`config.mk`:
```
export PLATFORM = sky130hd
export DESIGN_NAME = tpb_front_flat
export DESIGN_NICKNAME = d
export VERILOG_FILES = /design/src/rtl/tpb_pkg.sv /design/src/rtl/tpb_in_if.sv /design/src/rtl/tpb_front.sv /design/src/flat_wrapper.sv
export VERILOG_INCLUDE_DIRS = /design/src /design/src/rtl
export SDC_FILE = /design/constraint.sdc
export NUM_CORES = 1
export LEC_CHECK = 0
export BUFFER_PORTS_ARGS = -buffer_cell sky130_fd_sc_hd__clkbuf_2
export CORE_MARGIN = 5
export CORE_UTILIZATION = 56
export CTS_BUF_LIST = sky130_fd_sc_hd__clkbuf_16
export DETAILED_ROUTE_END_ITERATION = 10
export HOLD_SLACK_MARGIN = 0.05
export PLACE_DENSITY = 0.84
export SYNTH_ARGS = -nofsm -noshare
export SYNTH_HDL_FRONTEND = slang
export SYNTH_SLANG_ARGS = --single-unit
export TNS_END_PERCENT = 10
```
`constraint.sdc`:
```
create_clock -name clk_i -period 8.4 [get_ports clk_i]
set_clock_uncertainty 0.05 [all_clocks]
set_input_delay 1.26 -clock clk_i [delete_from_list [all_inputs] [get_ports clk_i]]
set_output_delay 1.26 -clock clk_i [all_outputs]
set_load 0.05 [all_outputs]
```
`src/rtl/timestamped_pose_buffer_lookup_macros.svh`:
```
// Assertion macros shared by the pose buffer modules.
`ifndef TIMESTAMPED_POSE_BUFFER_LOOKUP_MACROS_SVH
`define TIMESTAMPED_POSE_BUFFER_LOOKUP_MACROS_SVH
// Property checked on every rising clock edge outside reset.
`define TPB_ASSERT(label, clk, rst_n, prop, msg) \
  label: assert property (@(posedge clk) disable iff (!rst_n) prop) else $error(msg);
// Same check, also active during reset.
`define TPB_ASSERT_ALWAYS(label, clk, prop, msg) \
  label: assert property (@(posedge clk) prop) else $error(msg);
`endif

```
`src/rtl/tpb_pkg.sv`:
```
// Package with types and constants of the pose buffer lookup.
package tpb_pkg;
  localparam int unsigned DepthDefault = 256;
  localparam int unsigned CapMin = 50;
  localparam int unsigned TimeW = 48;
  localparam int unsigned PayW = 64;
  localparam int unsigned LocW = 8;
  localparam int unsigned CfgW = 24;
  localparam int unsigned CfgIdxW = 2;
  localparam logic [LocW-1:0] LocBad = 8'd2;

  typedef enum logic [2:0] {
    KindPush = 3'd0,
    KindFullQuery = 3'd1,
    KindDrQuery = 3'd2,
    KindClear = 3'd3,
    KindCount = 3'd4
  } kind_e;

  typedef enum logic [1:0] {
    StatOk = 2'd0,
    StatNotFound = 2'd1,
    StatTooNew = 2'd2,
    StatBadLoc = 2'd3
  } status_e;

  typedef enum logic [1:0] {
    CfgCapacity = 2'd0,
    CfgGapLimit = 2'd1,
    CfgAheadTol = 2'd2
  } cfg_idx_e;

  typedef enum logic [1:0] {
    OpPush,
    OpQuery,
    OpClear,
    OpNone
  } op_e;

  typedef struct packed {
    op_e op;
    logic full_query;
    logic [TimeW-1:0] time_req;
    logic [PayW-1:0] payload;
    logic [LocW-1:0] loc_state;
  } cmd_t;

  typedef struct packed {
    logic [1:0] status;
    logic [7:0] found_index;
    logic [PayW-1:0] found_payload;
    logic [LocW-1:0] found_loc_state;
    logic [8:0] entry_count;
  } res_t;
endpackage

```
`src/rtl/tpb_in_if.sv`:
```
// Handshake interface for input items.
interface tpb_in_if;
  logic valid;
  logic ready;
  logic [2:0] kind;
  logic [47:0] time_req;
  logic [63:0] payload;
  logic [7:0] loc_state;
  modport source (output valid, kind, time_req, payload, loc_state, input ready);
  modport sink (input valid, kind, time_req, payload, loc_state, output ready);
endinterface

```
`src/rtl/tpb_front.sv`:
```
// Front end: classifies input items and queues commands in a short FIFO.
module tpb_front import tpb_pkg::*; (
  input  logic clk_i,
  input  logic rst_ni,
  tpb_in_if.sink in_if,
  output logic cmd_valid_o,
  input  logic cmd_ready_i,
  output cmd_t cmd_o
);
  cmd_t fifo_q [2];
  logic [1:0] cnt_q, cnt_d;
  logic wr_q, wr_d, rd_q, rd_d;
  cmd_t cmd_in;
  logic push, pop;

  always_comb begin
    cmd_in.time_req = in_if.time_req;
    cmd_in.payload = in_if.payload;
    cmd_in.loc_state = in_if.loc_state;
    cmd_in.full_query = (in_if.kind == KindFullQuery);
    unique case (in_if.kind)
      KindPush: cmd_in.op = OpPush;
      KindFullQuery, KindDrQuery: cmd_in.op = OpQuery;
      KindClear: cmd_in.op = OpClear;
      default: cmd_in.op = OpNone;
    endcase
  end

  assign in_if.ready = (cnt_q != 2'd2);
  assign push = in_if.valid && in_if.ready;
  assign cmd_valid_o = (cnt_q != 2'd0);
  assign pop = cmd_valid_o && cmd_ready_i;
  assign cmd_o = fifo_q[rd_q];

  always_comb begin
    cnt_d = cnt_q + {1'b0, push} - {1'b0, pop};
    wr_d = wr_q ^ push;
    rd_d = rd_q ^ pop;
  end

  always_ff @(posedge clk_i or negedge rst_ni) begin
    if (!rst_ni) begin
      cnt_q <= '0;
      wr_q <= 1'b0;
      rd_q <= 1'b0;
    end else begin
      cnt_q <= cnt_d;
      wr_q <= wr_d;
      rd_q <= rd_d;
    end
  end

  always_ff @(posedge clk_i) begin
    if (push) begin
      fifo_q[wr_q] <= cmd_in;
    end
  end

`include "timestamped_pose_buffer_lookup_macros.svh"
  `TPB_ASSERT(a_cnt_max, clk_i, rst_ni, cnt_q <= 2'd2, "queue count overflow")
  `TPB_ASSERT(a_no_push_full, clk_i, rst_ni, (cnt_q == 2'd2) |-> !push, "push into full queue")
  `TPB_ASSERT(a_ptr_match, clk_i, rst_ni, (cnt_q == 2'd0 || cnt_q == 2'd2) |-> (wr_q == rd_q),
    "queue pointers inconsistent")
endmodule

```
`src/flat_wrapper.sv`:
```
// flat-port wrapper written by rule: the top's interface ports become plain ports
module tpb_front_flat import tpb_pkg::*;
  (clk_i, rst_ni, cmd_valid_o, cmd_ready_i, cmd_o, in_if_valid, in_if_kind, in_if_time_req, in_if_payload, in_if_loc_state, in_if_ready);
  tpb_in_if in_if_i ();
  input  logic clk_i;
  input  logic rst_ni;
  output logic cmd_valid_o;
  input  logic cmd_ready_i;
  output cmd_t cmd_o;
  input wire logic [$bits(in_if_i.valid)-1:0] in_if_valid;
  input wire logic [$bits(in_if_i.kind)-1:0] in_if_kind;
  input wire logic [$bits(in_if_i.time_req)-1:0] in_if_time_req;
  input wire logic [$bits(in_if_i.payload)-1:0] in_if_payload;
  input wire logic [$bits(in_if_i.loc_state)-1:0] in_if_loc_state;
  output wire logic [$bits(in_if_i.ready)-1:0] in_if_ready;
  assign in_if_i.valid = in_if_valid;
  assign in_if_i.kind = in_if_kind;
  assign in_if_i.time_req = in_if_time_req;
  assign in_if_i.payload = in_if_payload;
  assign in_if_i.loc_state = in_if_loc_state;
  assign in_if_ready = in_if_i.ready;
  tpb_front u_core (.clk_i(clk_i), .rst_ni(rst_ni), .in_if(in_if_i), .cmd_valid_o(cmd_valid_o), .cmd_ready_i(cmd_ready_i), .cmd_o(cmd_o));
endmodule
```
* Word-level counts from Yosys, hierarchy flattened
Memories as Yosys holds them, arrays and structs flattened. Index checks and enable logic that the tools add are counted.
Word-level totals: register bits after elaboration 4, bits in writable memories 246, input bits 127, output and inout port bits 125, logic and storage cells 20, memories kept 1
Memory list:
- u_core.fifo_q | depth 2, bits a word 123, rd ports 1, clocked after memory_dff 0, wr ports 1, RTL line tpb_front.sv:10 | cmd_t fifo_q [2];
Cells by class: $add $sub $neg 2, equality and inequality tests 4, multiplexer cells 3, bitwise logic cells 2, reduce and logical (&&, ||, !) cells 5
Operator list (count):
- $eq A3 B2 Y1 const B | 2
- $pmux W2 S3 | 1
- $eq A3 B1 Y1 const B | 1
- $logic_not A3 Y1 | 1
- $add A2 B1 Y2 | 1
- $logic_and A1 B1 Y1 | 2
- $mux W1 | 2
- $ne A2 B2 Y1 const B | 1
- $reduce_bool A2 Y1 | 1
- $reduce_or A2 Y1 | 1
- $sub A2 B1 Y2 | 1
- $xor A1 B1 Y1 | 2

* Depth between registers and ports, before layout
depth in word-level cells 4, mapped depth 6, depth with buffers taken out 6

* Worst setup path after synthesis
OpenSTA, ideal clock, no wires.
path kind input port to flip-flop, from input in_if_valid, to memory u_core.fifo_q[0][0] (netlist name) (enable), setup time 0.497 ns, arrival time 4.323 ns, data required time 7.853 ns, setup slack 3.530 ns, cell stages on the path 2, path buffers 0, cell sequence and2_1 ha_1
Between the ends: word-level cells in the longest chain between the ends 3
Ends and longest elaborated chain:
- start: declaration | RTL line flat_wrapper.sv:10 | input wire logic [$bits(in_if_i.valid)-1:0] in_if_valid;
- $logic_and A1 B1 Y1 | RTL line tpb_front.sv:30 | assign push = in_if.valid && in_if.ready;
- $mux W1 | RTL line tpb_front.sv:54 | if (push) begin
- $mux W1 (not written as such) | RTL line tpb_front.sv:55 | fifo_q[wr_q] <= cmd_in;
- end: declaration | RTL line tpb_front.sv:10
Every way passes these cells.

==> flow_metrics.env <==
export IMPL_ioPinCount=252
export IMPL_grt_pass1_vias=5010
export IMPL_cts_tree="yes"
export IMPL_drc=0
export IMPL_cp_arrival_ns=3.19
export IMPL_clk_latency_ns=0.49
export IMPL_grt_max_degree=87
export IMPL_cts_max_path_buffers=3
export IMPL_htreeDepth=1
export IMPL_grt_first_pass_wirelength_um=27300
export IMPL_endpoint="cmd_o[3]"
export IMPL_status="finished, final reports clean"
export IMPL_syn_nets=537
export IMPL_path_max_fanout=72
export IMPL_final_area_um2=11500
export IMPL_startpoint_type="flop"
export IMPL_dieWidth_um=139
export IMPL_nFillCells=1030
export IMPL_dp_hpwl_um=12100
export IMPL_hold_class="reg2reg"
export IMPL_antenna_found_initial=1
export IMPL_cts_buffers=24
export IMPL_rows=47
export IMPL_clock_fmax_ghz=0.222
export IMPL_hold_violations=0
export IMPL_fp_dieH_um=139
export IMPL_crit_chain="buf_4 -> mux2_2 -> clkbuf_2"
export IMPL_finalSetupTns_ns=0
export IMPL_cts_root_buf="clkbuf_16"
export IMPL_crit_slowest_cell="dfrtp_4"
export IMPL_postCtsSetupBuffers=0
export IMPL_ys_seq_elements=250
export IMPL_ant_nets=0
export IMPL_drv_cap=0
export IMPL_rsz0062_at_grt="false"
export IMPL_avgSynthCellArea_um2=23.1
export IMPL_grt_usage_pct=17.6
export IMPL_tightest_slew_ns=1.19
export IMPL_wl_per_cell_um=19.7
export IMPL_start_util_pct=56.7
export IMPL_synth_area_leader_cell="edfxtp_1"
export IMPL_max_slew_margin_rel_pct=20.6
export IMPL_viasPerCell=5.15
export IMPL_timing_rr_start="u_core.cnt_q[1]$_DFF_PN0_"
export IMPL_die_area_um2=19400
export IMPL_drv_slew=0
export IMPL_setup_worst_path_start="u_core.rd_q$_DFF_PN0_"
export IMPL_overflow=0
export IMPL_wl_um=17900
export IMPL_num_vias=4681
export IMPL_path_clk_slew_ns=0.06
export IMPL_synth_cell_types=16
export IMPL_period_share_pct=53.6
export IMPL_dpl_cell_area_um2=10800
export IMPL_synthTopCellsByArea="edfxtp_1 79%, mux2_4 9.6%, mux2_2 7.6%, dfrtp_1 1.1%, buf_6 0.96%"
export IMPL_rrSetupSlack_ns=5.56
export IMPL_ir_drop_mv=0.252
export IMPL_finalSetupViolations=0
export IMPL_slowest_delay_ns=1.03
export IMPL_synthTopCellsByCount="246 x edfxtp_1, 63 x mux2_2, 60 x mux2_4, 8 x buf_6, 6 x buf_2"
export IMPL_power_density_nw_per_um2=417
export IMPL_cts_sink_count=250
export IMPL_leakage_nw=4.58
export IMPL_synth_cells=406
export IMPL_initialDrtViolationCount=289
export IMPL_cts_hold_buf=0
export IMPL_gp_congestion=0.790
export IMPL_ctsResizeCount=0
export IMPL_critPathCaptureType="output pin"
export IMPL_yosysMostFrequentCell="edfxtp_1"
export IMPL_period_needed_ns=4.50
export IMPL_dr_pass1_iters=5
export IMPL_reg2reg_depth=4
export IMPL_seq_area_frac_synth_pct=79.9
export IMPL_worstPathRequired_ns=7.09
export IMPL_yosysTopAreaCellShare_pct=78.9
export IMPL_synthArstFlopShare_pct=1.60
export IMPL_fin_nets=803
export IMPL_synth_edf_count=246
export IMPL_syn_cell_area_um2=9370
export IMPL_r2r_end="u_core.fifo_q[1][55]$_DFFE_PP_"
export IMPL_yosys_most_used_dff="edfxtp_1"
export IMPL_antennaDiodeCount=0
export IMPL_area_delta_synth_final_pct=23.1
export IMPL_core_um2=16500
export IMPL_drive_gt1_share_pct=59.7
export IMPL_crit_type="reg2out"
export IMPL_io_buffer_count=251
export IMPL_hold_worst_slack_ns=0.485
export IMPL_ys_warn_count=0
logic make-up (layout without fill, tap and decap cells):
kind of cell    count (synthesis)  count (layout)  synth area share (%)
flops                         250             250                  79.9
mux                           123             123                  17.2
buf+inv                        18             301                  1.44
compound gates                  2               2                 0.160
simple gates                    5               5                 0.347
xor+xnor                        4               4                 0.374
fa+ha+maj                       4               4                 0.534
critical path, delay by kind of cell, from the launching register on:
family | cells | cell delay, ns
mux | 1 | 0.43
flops | 1 | 1.03
buf+inv | 2 | 1.15
worst min-delay path by stage:
stage	slack, ns	depth (start not counted)	endpoint	start
finish	0.48	1	u_core.cnt_q[1]$_DFF_PN0_	u_core.cnt_q[1]$_DFF_PN0_
floorplan	0.43	1	u_core.cnt_q[1]$_DFF_PN0_	u_core.cnt_q[1]$_DFF_PN0_
global route	0.50	1	u_core.cnt_q[0]$_DFF_PN0_	rst_ni
CTS	0.48	1	u_core.cnt_q[1]$_DFF_PN0_	u_core.cnt_q[1]$_DFF_PN0_
detailed placement	0.47	1	u_core.cnt_q[1]$_DFF_PN0_	u_core.cnt_q[1]$_DFF_PN0_
global placement	0.45	1	u_core.cnt_q[1]$_DFF_PN0_	u_core.cnt_q[1]$_DFF_PN0_
state kept, by name, summed over array words and instances (netlist names):
| name | count |
|---|---|
| u_core.cnt_q | 2 |
| u_core.rd_q | 1 |
| u_core.wr_q | 1 |
| u_core.fifo_q | 246 |
layer usage:
metal	vias to the layer above	share of wire, %	routed length, µm	track usage, %
li1	2140	-	-	-
met1	2300	39	6940	22.4
met2	214	51	9120	30.5
met3	25	9.2	1650	5.25
met4	2	1.1	189	3.09
met5	-	0.073	13	0
per-stage QoR:
step,total power [mW],utilization (%),setup WS (ns),cells
2_1_floorplan,3.53,-,3.53,406
4_1_cts,4.87,69.8,3.86,909
3_3_place_gp,3.86,65.5,4.42,866
6_report,4.81,69.8,3.90,909
3_5_place_dp,3.91,65.5,4.40,866
5_1_grt,5.01,69.8,3.76,909
cell usage in the layout, fill, tap and decap left out, types with 2 or more instances in the layout:
cell type and instances:
ha_4 2, clkinv_2 5, clkbuf_16 25, mux2_4 60, buf_4 3, ha_1 2, edfxtp_1 246, xnor2_1 3
inv_1 10, dfrtp_1 3, clkinv_1 7, mux2_2 63, nand2b_1 2, clkbuf_2 251
area by class of cell:
type | instances | area (µm²) | area share (%)
Clock inverter | 18 | 73.8 | 0.640
Tap cell | 220 | 275 | 2.39
Timing Repair Buffer | 254 | 1280 | 11.1
Multi-Input combinational cell | 138 | 1770 | 15.3
Sequential cell | 250 | 7490 | 65.0
Clock buffer | 25 | 626 | 5.43
Inverter | 4 | 15.0 | 0.130
power breakdown:
group | switching [mW] | total (mW) | internal [mW]
registers | 0.136 | 1.85 | 1.71
logic | 1.42 | 2.02 | 0.592
clock network | 0.413 | 0.947 | 0.534
(Power assumes the default switching activity.)
